--- config.mk ---
export PLATFORM = sky130hd
export DESIGN_NAME = battery_sample_qualifier
export DESIGN_NICKNAME = d
export VERILOG_FILES = /design/src/sv/bsq_pkg.sv /design/src/sv/battery_sample_qualifier.sv /design/src/sv/bsq_in_reg.sv /design/src/sv/bsq_track.sv /design/src/sv/bsq_out_reg.sv
export SDC_FILE = /design/constraint.sdc
export NUM_CORES = 1
export LEC_CHECK = 0
export ABC_AREA = 1
export BUFFER_PORTS_ARGS = -buffer_cell sky130_fd_sc_hd__buf_4
export CAP_MARGIN = 20
export CORE_UTILIZATION = 45
export DETAILED_ROUTE_END_ITERATION = 8
export GPL_ROUTABILITY_DRIVEN = 0
export PLACE_DENSITY = 0.66
export SYNTH_ARGS = -nofsm -noshare
export SYNTH_HDL_FRONTEND = slang
export SYNTH_SLANG_ARGS = --single-unit
--- constraint.sdc ---
create_clock -name clock -period 9.65 [get_ports clock]
set_input_delay 1.93 -clock clock [delete_from_list [all_inputs] [get_ports clock]]
set_output_delay 1.93 -clock clock [all_outputs]
set_load 0.01 [all_outputs]
--- src/sv/bsq_pkg.sv ---
// Shared types, constants and register codes of the battery sample qualifier.
`timescale 1ns / 1ps

package bsq_pkg;

   localparam int LEVEL_W    = 15;
   localparam int RAW_W      = 16;
   localparam int VOLTS_W    = 16;
   localparam int COUNT_W    = 3;
   localparam int TDATA_W    = 40;
   localparam int CSR_DATA_W = 16;
   localparam int CSR_IDX_W  = 3;

   localparam int HISTORY_DEPTH = 5;
   localparam int SLOT_W        = $clog2(HISTORY_DEPTH);
   localparam int SUM_W         = VOLTS_W + 2;

   localparam logic [RAW_W-1:0] FAILED_READ = 16'hFFFF;

   // Strict (startup) window
   localparam logic [RAW_W-1:0]   STRICT_LEVEL_MIN = 16'd2560;
   localparam logic [RAW_W-1:0]   STRICT_LEVEL_MAX = 16'd24320;
   localparam logic [VOLTS_W-1:0] STRICT_VOLTS_MIN = 16'd38400;
   localparam logic [VOLTS_W-1:0] STRICT_VOLTS_MAX = 16'd57600;
   // Permissive window
   localparam logic [RAW_W-1:0]   LOOSE_LEVEL_MAX  = 16'd25600;
   localparam logic [VOLTS_W-1:0] LOOSE_VOLTS_MIN  = 16'd32000;
   localparam logic [VOLTS_W-1:0] LOOSE_VOLTS_MAX  = 16'd64000;

   localparam logic [RAW_W-1:0]   CORRUPT_LEVEL_MAX = 16'd1280;
   localparam logic [VOLTS_W-1:0] CORRUPT_VOLTS_MIN = 16'd38400;
   localparam logic [COUNT_W-1:0] CORRUPT_COUNT_MIN = 3'd3;
   localparam logic [COUNT_W-1:0] FALLBACK_COUNT    = 3'd5;

   localparam logic [SUM_W-1:0] RISE_MARGIN = 18'd512;

   localparam logic [LEVEL_W-1:0] LEVEL_RESET = 15'd19200;
   localparam logic [VOLTS_W-1:0] VOLTS_RESET = 16'd47360;

   localparam logic [LEVEL_W-1:0] LOW_LEVEL_RESET     = 15'd3840;
   localparam logic [VOLTS_W-1:0] CRITICAL_RESET      = 16'd42240;
   localparam logic [VOLTS_W-1:0] CHARGE_SURE_RESET   = 16'd53120;
   localparam logic [VOLTS_W-1:0] CHARGE_LIKELY_RESET = 16'd51840;
   localparam logic [VOLTS_W-1:0] CHARGE_STOP_RESET   = 16'd49920;

   typedef enum logic [CSR_IDX_W-1:0] {
      CSR_LOW_LEVEL     = 3'd0,
      CSR_CRITICAL      = 3'd1,
      CSR_CHARGE_SURE   = 3'd2,
      CSR_CHARGE_LIKELY = 3'd3,
      CSR_CHARGE_STOP   = 3'd4
   } csr_index_type;

   typedef struct packed {
      logic [LEVEL_W-1:0] low_level_threshold;
      logic [VOLTS_W-1:0] critical_voltage;
      logic [VOLTS_W-1:0] charge_sure_voltage;
      logic [VOLTS_W-1:0] charge_likely_voltage;
      logic [VOLTS_W-1:0] charge_stop_voltage;
   } cfg_type;

   typedef struct packed {
      logic [RAW_W-1:0]   level_raw;
      logic [VOLTS_W-1:0] cell_raw;
      logic               in_startup;
      logic               charge_tick;
   } req_item_type;

   typedef struct packed {
      logic               accepted;
      logic [LEVEL_W-1:0] level_now;
      logic [VOLTS_W-1:0] volts_now;
      logic               charging;
      logic               low_battery;
      logic               low_onset;
      logic               critical;
      logic               corrupt_suspect;
      logic               fallback_request;
   } rsp_item_type;

endpackage

--- src/sv/battery_sample_qualifier.sv ---
// Top level of the battery sample qualifier: ports, register file and stage control.
`timescale 1ns / 1ps

// Qualifies one raw fuel-gauge sample per item. Each request item carries a
// charge level (1/256 percent) and a cell voltage (78.125 uV units), with
// 0xFFFF in either marking a failed read, plus a startup flag that selects
// the strict acceptance window and a tick that runs the charging decision.
// Each request item yields exactly one response item with the stored level
// and voltage, the charging state, and the low-battery, low-onset, critical,
// corrupt-suspect and fallback flags. Each item is held in the input register,
// its whole update (window check, reject counter, five-entry voltage history,
// trend and hysteresis, warning flags) is done in a single pass into the
// result register, and one item is taken every cycle while the response side
// keeps up. Configuration writes through the csr_ port apply at once; make
// them only while no item is in flight. Indexes above four are ignored.

module battery_sample_qualifier (
   input  logic                            clock,
   input  logic                            reset,
   // req_tdata: level_raw[15:0], cell_raw[31:16], in_startup[32],
   //            charge_tick[33], zero[39:34]
   input  logic                            req_tvalid,
   output logic                            req_tready,
   input  logic [bsq_pkg::TDATA_W-1:0]     req_tdata,
   // rsp_tdata: accepted[0], level_now[15:1], volts_now[31:16], charging[32],
   //            low_battery[33], low_onset[34], critical[35],
   //            corrupt_suspect[36], fallback_request[37], zero[39:38]
   output logic                            rsp_tvalid,
   input  logic                            rsp_tready,
   output logic [bsq_pkg::TDATA_W-1:0]     rsp_tdata,
   input  logic                            csr_we,
   input  logic [bsq_pkg::CSR_IDX_W-1:0]   csr_index,
   input  logic [bsq_pkg::CSR_DATA_W-1:0]  csr_wdata
);

   bsq_pkg::cfg_type      cfg_ff;
   bsq_pkg::cfg_type      cfg_in;
   bsq_pkg::req_item_type held_item;
   bsq_pkg::rsp_item_type result;
   logic                  held_valid;
   logic                  take;

   // Register file: decode the index, drop writes beyond the list
   always_comb begin
      cfg_in = cfg_ff;
      if (csr_we) begin
         unique case (csr_index)
            bsq_pkg::CSR_LOW_LEVEL: begin
               cfg_in.low_level_threshold = csr_wdata[bsq_pkg::LEVEL_W-1:0];
            end
            bsq_pkg::CSR_CRITICAL: begin
               cfg_in.critical_voltage = csr_wdata;
            end
            bsq_pkg::CSR_CHARGE_SURE: begin
               cfg_in.charge_sure_voltage = csr_wdata;
            end
            bsq_pkg::CSR_CHARGE_LIKELY: begin
               cfg_in.charge_likely_voltage = csr_wdata;
            end
            bsq_pkg::CSR_CHARGE_STOP: begin
               cfg_in.charge_stop_voltage = csr_wdata;
            end
            default: begin
               cfg_in = cfg_ff;
            end
         endcase
      end
   end

   always_ff @(posedge clock) begin
      if (reset) begin
         cfg_ff.low_level_threshold   <= bsq_pkg::LOW_LEVEL_RESET;
         cfg_ff.critical_voltage      <= bsq_pkg::CRITICAL_RESET;
         cfg_ff.charge_sure_voltage   <= bsq_pkg::CHARGE_SURE_RESET;
         cfg_ff.charge_likely_voltage <= bsq_pkg::CHARGE_LIKELY_RESET;
         cfg_ff.charge_stop_voltage   <= bsq_pkg::CHARGE_STOP_RESET;
      end else begin
         cfg_ff <= cfg_in;
      end
   end

   // Advance the held item whenever the result register is free or emptying
   assign take = held_valid && (!rsp_tvalid || rsp_tready);

   bsq_in_reg u_in_reg (
      .clock      (clock),
      .reset      (reset),
      .req_tvalid (req_tvalid),
      .req_tready (req_tready),
      .req_tdata  (req_tdata),
      .take       (take),
      .held_valid (held_valid),
      .held_item  (held_item)
   );

   bsq_track u_track (
      .clock  (clock),
      .reset  (reset),
      .take   (take),
      .item   (held_item),
      .cfg    (cfg_ff),
      .result (result)
   );

   bsq_out_reg u_out_reg (
      .clock      (clock),
      .reset      (reset),
      .load       (take),
      .result     (result),
      .rsp_tvalid (rsp_tvalid),
      .rsp_tready (rsp_tready),
      .rsp_tdata  (rsp_tdata)
   );

endmodule

--- src/sv/bsq_in_reg.sv ---
// Input register of the battery sample qualifier: holds one request item.
`timescale 1ns / 1ps

module bsq_in_reg (
   input  logic                         clock,
   input  logic                         reset,
   input  logic                         req_tvalid,
   output logic                         req_tready,
   input  logic [bsq_pkg::TDATA_W-1:0]  req_tdata,
   input  logic                         take,
   output logic                         held_valid,
   output bsq_pkg::req_item_type        held_item
);

   logic                  valid_ff;
   logic                  valid_in;
   bsq_pkg::req_item_type item_ff;
   bsq_pkg::req_item_type item_in;
   logic                  load;

   assign req_tready = !valid_ff || take;
   assign load       = req_tvalid && req_tready;

   always_comb begin
      item_in.level_raw   = req_tdata[15:0];
      item_in.cell_raw    = req_tdata[31:16];
      item_in.in_startup  = req_tdata[32];
      item_in.charge_tick = req_tdata[33];
      valid_in = load || (valid_ff && !take);
   end

   always_ff @(posedge clock) begin
      if (reset) begin
         valid_ff <= 1'b0;
      end else begin
         valid_ff <= valid_in;
      end
   end

   always_ff @(posedge clock) begin
      if (load) begin
         item_ff <= item_in;
      end
   end

   assign held_valid = valid_ff;
   assign held_item  = item_ff;

endmodule

--- src/sv/bsq_track.sv ---
// Qualifier state and the single-pass update for one sample.
`timescale 1ns / 1ps

module bsq_track (
   input  logic                  clock,
   input  logic                  reset,
   input  logic                  take,
   input  bsq_pkg::req_item_type item,
   input  bsq_pkg::cfg_type      cfg,
   output bsq_pkg::rsp_item_type result
);

   logic [bsq_pkg::LEVEL_W-1:0] level_ff, level_in;
   logic [bsq_pkg::VOLTS_W-1:0] volts_ff, volts_in;
   logic [bsq_pkg::COUNT_W-1:0] count_ff, count_in;
   logic [bsq_pkg::SLOT_W-1:0]  slot_ff, slot_in;
   logic [bsq_pkg::VOLTS_W-1:0] hist_ff [bsq_pkg::HISTORY_DEPTH];
   logic [bsq_pkg::VOLTS_W-1:0] hist_in [bsq_pkg::HISTORY_DEPTH];
   logic                        charging_ff, charging_in;
   logic                        low_ff, low_in;

   logic                        ok;
   logic                        ok_strict, ok_loose;
   logic [bsq_pkg::COUNT_W-1:0] count_inc, count_mid;
   logic                        corrupt, fallback, onset;
   logic [bsq_pkg::SLOT_W-1:0]  slot_eff;
   logic [bsq_pkg::SUM_W-1:0]   newer, older;
   logic                        rising;

   always_comb begin
      ok_strict = item.level_raw >= bsq_pkg::STRICT_LEVEL_MIN
               && item.level_raw <= bsq_pkg::STRICT_LEVEL_MAX
               && item.cell_raw  >  bsq_pkg::STRICT_VOLTS_MIN
               && item.cell_raw  <  bsq_pkg::STRICT_VOLTS_MAX;
      ok_loose  = item.level_raw <= bsq_pkg::LOOSE_LEVEL_MAX
               && item.cell_raw  >  bsq_pkg::LOOSE_VOLTS_MIN
               && item.cell_raw  <  bsq_pkg::LOOSE_VOLTS_MAX;
      ok = item.in_startup ? ok_strict : ok_loose;

      // Reject path: count, then corrupt check, then fallback check
      count_inc = count_ff + 1'b1;
      corrupt   = !ok && item.in_startup && count_inc > bsq_pkg::CORRUPT_COUNT_MIN
               && (item.level_raw == bsq_pkg::FAILED_READ
                   || item.level_raw < bsq_pkg::CORRUPT_LEVEL_MAX)
               && item.cell_raw != bsq_pkg::FAILED_READ
               && item.cell_raw > bsq_pkg::CORRUPT_VOLTS_MIN;
      count_mid = corrupt ? '0 : count_inc;
      fallback  = !ok && count_mid > bsq_pkg::FALLBACK_COUNT;

      if (ok) begin
         level_in = item.level_raw[bsq_pkg::LEVEL_W-1:0];
         volts_in = item.cell_raw;
         count_in = '0;
      end else begin
         level_in = level_ff;
         volts_in = volts_ff;
         count_in = fallback ? '0 : count_mid;
      end

      // History write and trend
      slot_eff = (slot_ff >= bsq_pkg::SLOT_W'(bsq_pkg::HISTORY_DEPTH)) ? '0 : slot_ff;
      slot_in  = slot_ff;
      if (item.charge_tick) begin
         slot_in = (slot_eff == bsq_pkg::SLOT_W'(bsq_pkg::HISTORY_DEPTH - 1)) ? '0
                 : slot_eff + 1'b1;
      end
      for (int i = 0; i < bsq_pkg::HISTORY_DEPTH; i++) begin
         hist_in[i] = (item.charge_tick && slot_eff == bsq_pkg::SLOT_W'(i)) ? volts_in
                    : hist_ff[i];
      end
      newer  = bsq_pkg::SUM_W'(hist_in[3]) + bsq_pkg::SUM_W'(hist_in[4]);
      older  = bsq_pkg::SUM_W'(hist_in[0]) + bsq_pkg::SUM_W'(hist_in[1])
             + bsq_pkg::RISE_MARGIN;
      rising = newer > older;

      charging_in = charging_ff;
      if (item.charge_tick) begin
         if (volts_in > cfg.charge_sure_voltage
             || (volts_in > cfg.charge_likely_voltage && rising)) begin
            charging_in = 1'b1;
         end else if (volts_in < cfg.charge_stop_voltage) begin
            charging_in = 1'b0;
         end
      end

      if (charging_in) begin
         low_in = 1'b0;
         onset  = 1'b0;
      end else begin
         low_in = level_in < cfg.low_level_threshold;
         onset  = low_in && !low_ff;
      end

      result.accepted         = ok;
      result.level_now        = level_in;
      result.volts_now        = volts_in;
      result.charging         = charging_in;
      result.low_battery      = low_in;
      result.low_onset        = onset;
      result.critical         = volts_in < cfg.critical_voltage;
      result.corrupt_suspect  = corrupt;
      result.fallback_request = fallback;
   end

   always_ff @(posedge clock) begin
      if (reset) begin
         level_ff    <= bsq_pkg::LEVEL_RESET;
         volts_ff    <= bsq_pkg::VOLTS_RESET;
         count_ff    <= '0;
         slot_ff     <= '0;
         charging_ff <= 1'b0;
         low_ff      <= 1'b0;
         for (int i = 0; i < bsq_pkg::HISTORY_DEPTH; i++) begin
            hist_ff[i] <= '0;
         end
      end else if (take) begin
         level_ff    <= level_in;
         volts_ff    <= volts_in;
         count_ff    <= count_in;
         slot_ff     <= slot_in;
         charging_ff <= charging_in;
         low_ff      <= low_in;
         for (int i = 0; i < bsq_pkg::HISTORY_DEPTH; i++) begin
            hist_ff[i] <= hist_in[i];
         end
      end
   end

endmodule

--- src/sv/bsq_out_reg.sv ---
// Result register of the battery sample qualifier: holds one response item.
`timescale 1ns / 1ps

module bsq_out_reg (
   input  logic                         clock,
   input  logic                         reset,
   input  logic                         load,
   input  bsq_pkg::rsp_item_type        result,
   output logic                         rsp_tvalid,
   input  logic                         rsp_tready,
   output logic [bsq_pkg::TDATA_W-1:0]  rsp_tdata
);

   logic                  valid_ff;
   logic                  valid_in;
   bsq_pkg::rsp_item_type item_ff;

   assign valid_in = load || (valid_ff && !rsp_tready);

   always_ff @(posedge clock) begin
      if (reset) begin
         valid_ff <= 1'b0;
      end else begin
         valid_ff <= valid_in;
      end
   end

   always_ff @(posedge clock) begin
      if (load) begin
         item_ff <= result;
      end
   end

   assign rsp_tvalid = valid_ff;
   assign rsp_tdata  = {2'b0,
                        item_ff.fallback_request,
                        item_ff.corrupt_suspect,
                        item_ff.critical,
                        item_ff.low_onset,
                        item_ff.low_battery,
                        item_ff.charging,
                        item_ff.volts_now,
                        item_ff.level_now,
                        item_ff.accepted};

endmodule

Word-level counts from Yosys, hierarchy flattened
Memory sizes are Yosys's and may differ from the RTL's.
Index checks and enable logic that the tools add are counted.
{ "word_totals": {"word_cells": 135, "out_inout_bits": 42, "reg_bits": 192, "n_memories": 1, "inputBits": 64, "ramBits": 80} }
{ "mem_list": {"columns": ["name", "depth", "width", "rd", "rd_clocked_by_memory_dff", "write_ports", "line", "rtl"], "rows": [
  ["u_track.hist_ff", 5, 16, 4, 0, 5, "bsq_track.sv:17", "logic [bsq_pkg::VOLTS_W-1:0] hist_ff [bsq_pkg::HISTORY_DEPTH];"]
]} }
{ "classes": {"bitwise": 5, "eq_ne": 11, "mux": 27, "n_lt_le_gt_ge": 17, "add_sub_neg": 5, "n_reduce_logical": 43} }
{ "op_table": {"columns": ["operator", "n"], "rows": [
  ["$mux 16", 11],
  ["$add 16x16->17", 2],
  ["$gt 16x16->1", 2],
  ["$le 16x15->1 const B", 2],
  ["$lt 16x16->1", 2],
  ["$lt 16x16->1 const B", 2],
  ["$logic_and 1x1->1", 22],
  ["$add 18x10->18 const B", 1],
  ["$gt 18x18->1", 1],
  ["$eq 16x16->1 const B", 1],
  ["$ge 16x12->1 const B", 1],
  ["$gt 16x15->1 const B", 1],
  ["$gt 16x16->1 const B", 1],
  ["$lt 16x11->1 const B", 1],
  ["$ne 16x16->1 const B", 1],
  ["$lt 15x15->1", 1],
  ["$mux 15", 1],
  ["$mux 3", 5],
  ["$reduce_and 2->1", 7],
  ["$eq 3x2->1 const B", 4],
  ["$mux 1", 10],
  ["$add 3x1->3 const B", 2],
  ["$eq 3x1->1 const B", 2],
  ["$eq 3x3->1 const B", 2],
  ["8 further kinds", 23]
]} }

Logic depth before layout (Yosys ltp)
{ "logic_depth": {"word_depth": 16, "mapped_depth": 49, "mapped_depth_nobuf": 47} }

Modules after synthesis
From an unflattened synthesis, not the netlist that was laid out.
{ "unflattened": {"hier_cells": 1835, "hier_area_um2": 14799.2} }
{ "by_module_without_submodules": {"columns": ["module", "seq_area_each_um2", "area_each_um2", "cells_per_inst", "instances"], "rows": [
  ["bsq_track", 2702.6, 9414.0, 1311, 1],
  ["battery_sample_qualifier", 1581.5, 3116.7, 438, 1],
  ["bsq_out_reg", 1161.1, 1199.9, 46, 1],
  ["bsq_in_reg", 1041.0, 1068.5, 40, 1]
]} }

Least setup slack after synthesis
OpenSTA, ideal clock, no wires.
{ "synth_timing": {"path_kind": "register to register", "from": "reg u_in_reg.item_ff (netlist bit u_in_reg.held_item[11])", "to": "reg u_out_reg.item_ff (netlist bit u_out_reg.rsp_tdata[33]) (data pin)", "t_required_ns": 9.395, "synth_period_minus_slack_ns": 5.664, "setup_time_ns": 0.255, "path_buffers": 2, "arrival_ns": 5.409, "setup_slack_ns": 3.986, "path_stages_with_launch": 43, "cell_sequence": "edfxtp_1 > inv_2 > nand2_1 > nand3_1 > nand2_1 > nor2_1 > nand3_2 > nand2_8 > buf_6 > clkbuf_1 > o21ai_0 > o21ai_0 > inv_1 > ha_1 > nand2_1 > o21ai_0 > a21oi_1 > o21bai_1 > [... 7 more ...] > inv_1 > nor2_2 > nand3_2 > xnor2_1 > ha_1 > nand2_1 > o21ai_0 > a21oi_1 > o21ai_0 > a21oi_1 > a21oi_1 > o21ai_0 > a21oi_1 > nand2_1 > nand2_1 > nand2_2 > nand2_4 > nor2_1"} }
{ "synth_lines": {"columns": ["item", "line", "rtl"], "rows": [
  ["start: declaration", "bsq_in_reg.sv:17", "bsq_pkg::req_item_type item_ff;"],
  ["start signal: assignment", "bsq_in_reg.sv:42", "item_ff <= item_in;"],
  ["end signal: assignment", "bsq_out_reg.sv:30", "item_ff <= result;"],
  ["end: declaration", "bsq_out_reg.sv:16", "bsq_pkg::rsp_item_type item_ff;"]
]} }

==> key figures <==
Clock tree
  – Clock transition at the registers of the reported paths: 60 ps
  – Clk sinks: 256
  – CTS Hold Buffers Added: 0
  – H-tree depth: 1
  – CTS Buf Count: 28
  – Post-CTS setup buffer count: 0
  – CTS root buf: clkbuf_16
  – Clock Path Buffers: 3
  – CTS resizes: 0
  – Later-pin clock latency in the skew report: 540 ps
  – CTS tree: built

Pwr
  – Leakage: 7.45 nW
  – Pwr per Cell Area: 179 nW/µm²
  – Design Power: 2.94 mW
  – Max IR drop VDD: 0.152 mV

Floorplan
  – Die width: 180 µm
  – Starting Density: 0.463
  – IO Pins: 106
  – Standard-cell rows: 64
  – Chip height: 180 µm
  – Core ar.: 30900 µm²
  – Die area: 32500 µm²

Timing
  – Setup Total Neg Slack: 0 ps
  – Clock skew: 9.17 ps
  – Final setup viols: 0
  – RSZ-0062 raised after global routing: no
  – Tcrit/Tclk final: 0.728
  – Final WS setup: 2620 ps
  – Hold Fails Final Rpt: 0
  – Tmin final: 7030 ps
  – Max Slew Vio Count: 0
  – Peak Freq: 142 MHz
  – Measured slew at the worst slew-check pin: 1130 ps
  – Slew HR: 0.239

Placement
  – IO buf count: 97
  – Half-perimeter wire length after placement: 25800 µm
  – Pre-CTS setup slack: 2840 ps

Yosys
  – Post-Synthesis Cell Area: 14300 µm²
  – Count leader, synth: nand2_1
  – Share of the synthesized area in the top cell type: 0.286
  – Synth Instances: 1733
  – #FFs+latches synth: 256
  – Async SR Flop Fraction: 0
  – Synth Flop Type: edfxtp_1
  – Warnings from Yosys: 0
  – Post-synth cell types: 54
  – Most frequent cells after synthesis: nand2_1 (326), inv_1 (256), o21ai_0 (167), nor2_1 (151), edfxtp_1 (136)
  – Avg Inst Size Synth: 8.25 µm²
  – Top cells by area, synth: edfxtp_1 (29%), dfxtp_1 (17%), ha_1 (9.7%)
  – Post-synth EDFFs: 136
  – Post-synthesis sequential area ratio: 0.454
  – Synth area leader: edfxtp_1

Global route
  – Global routing's busiest layer: met2
  – Antenna violations before repair: 1
  – GRT met3 Usage: 0.0206
  – GR Util All Layers: 0.225
  – Gr ovfl total: 0
  – Largest net degree at the start of global routing: 82
  – Routing usage on met2: 0.377
  – First-pass GRT wire length: 58500 µm
  – Number of global-route vias before repair: 11100
  – M1 GR Usage: 0.310

Critical path
  – Most used cell, CP: nand2_1
  – WS Path Type: flop to flop
  – CP endpoint kind: flop
  – CP arrival: 7320 ps
  – Slowest stage cell, crit path: clkinv_1
  – Worst-path fanout max: 18
  – Max incr delay on CP: 680 ps
  – R2r setup slk: 2620 ps
  – Startpoint Class: flop
  – FF-to-FF path depth: 39
  – Required time of the worst setup path: 9940 ps

Cells and area
  – Fin nets: 2002
  – Share of cells above drive strength 1: 0.133
  – FF+latch area: 6490 µm²
  – Layout fillers: 2877
  – Multi-input gate area: 6590 µm²
  – Synthesis-to-layout area growth: 14.9%
  – # diodes: 0

Route
  – DR WL/cell: 16.4 µm
  – Antenna Violating Nets Remaining: 0
  – Router iterations before antenna repair: 5
  – Avg Vias per Cell: 5.24
  – Drt total wl: 36700 µm
  – DRC errors left: 0
  – Iteration-0 DRC Markers: 870
  – Vias: 11800

Min path
  – Hold path cells: 2
  – Worst min-delay path category: flop to flop

Flow run
  – Max Cap Viol: 0

Status
  – Status: completed
-- critical path: cells and delay by family (launching register included) --
kind	cells	cell delay (ps)
AO/OA/AOI/OAI	14	2270
XOR/XNOR	1	90
adder cells (fa/ha/maj)	3	790
buffers and inverters	4	930
flip-flops	1	320
AND/OR/NAND/NOR	17	2370
-- cells by family after synthesis --
group,synth area share
AO/OA/AOI/OAI,0.146
adder cells (fa/ha/maj),0.0999
buffers and inverters,0.0861
AND/OR/NAND/NOR,0.196
flip-flops,0.454
other,0.000262
XOR/XNOR,0.0184
-- cell type report --
| class | count | area share |
|---|---|---|
| clock buffer | 30 | 0.0450 |
| clock inverter | 22 | 0.0156 |
| inverter | 272 | 0.0622 |
| multi-input combinational | 1155 | 0.401 |
| sequential | 256 | 0.395 |
| tap | 396 | 0.0302 |
| timing repair buffer | 112 | 0.0512 |
-- final timing paths --
kind	from	to
worst max-delay path	u_track.slot_ff[0]$_SDFFE_PP0P_	u_out_reg.rsp_tdata[33]$_DFFE_PP_
worst min-delay path	u_track.level_ff[0]$_SDFFE_PP0P_	u_track.level_ff[0]$_SDFFE_PP0P_
worst max register to register	u_track.slot_ff[0]$_SDFFE_PP0P_	u_out_reg.rsp_tdata[33]$_DFFE_PP_
worst min register to register	u_track.level_ff[0]$_SDFFE_PP0P_	u_track.level_ff[0]$_SDFFE_PP0P_
-- per-stage QoR --
stage,cells,util,cell area [µm²],hold WS (ps)
2_1_floorplan,1734,-,14300,423
3_3_place_gp,2190,0.499,15400,437
3_5_place_dp,2190,0.499,15400,440
4_1_cts,2242,0.531,16400,456
5_1_grt,2243,0.531,16400,476
6_report,2243,0.531,16400,458
-- registers in the layout, summed over array words and instances, names as in the netlist --
signal and flops:
cfg_ff 79, u_in_reg.held_item 34, u_in_reg.held_valid 1, u_out_reg.rsp_tdata 38, u_out_reg.rsp_tvalid 1, u_track.charging_ff 1
u_track.count_ff 3, u_track.hist_ff 64, u_track.level_ff 15, u_track.low_ff 1, u_track.slot_ff 3, u_track.volts_ff 16
-- cell usage in the layout (no fill, tap or decap), drive strengths merged, types with 24 or more instances in the layout --
cell and count:
xor2 24, edfxtp 136, dfxtp 120, nand2 350, nand3 55, buf 111
a21oi 125, nor2 157, inv 273, clkbuf 31, o21ai 179, ha 111
-- power breakdown --
part / total [mW] / switching, mW / internal, mW
sequential: 1.23 / 0.0235 / 1.21
clock: 1.15 / 0.458 / 0.692
combinational: 0.558 / 0.355 / 0.203
total: 2.94 / 0.837 / 2.10
-- layer usage --
metal	vias up	share of wire
met5	-	0
met4	0	0.023
met3	55	0.048
met2	318	0.47
met1	5463	0.46
li1	5928	-
Power figures use the tool's default switching activity.
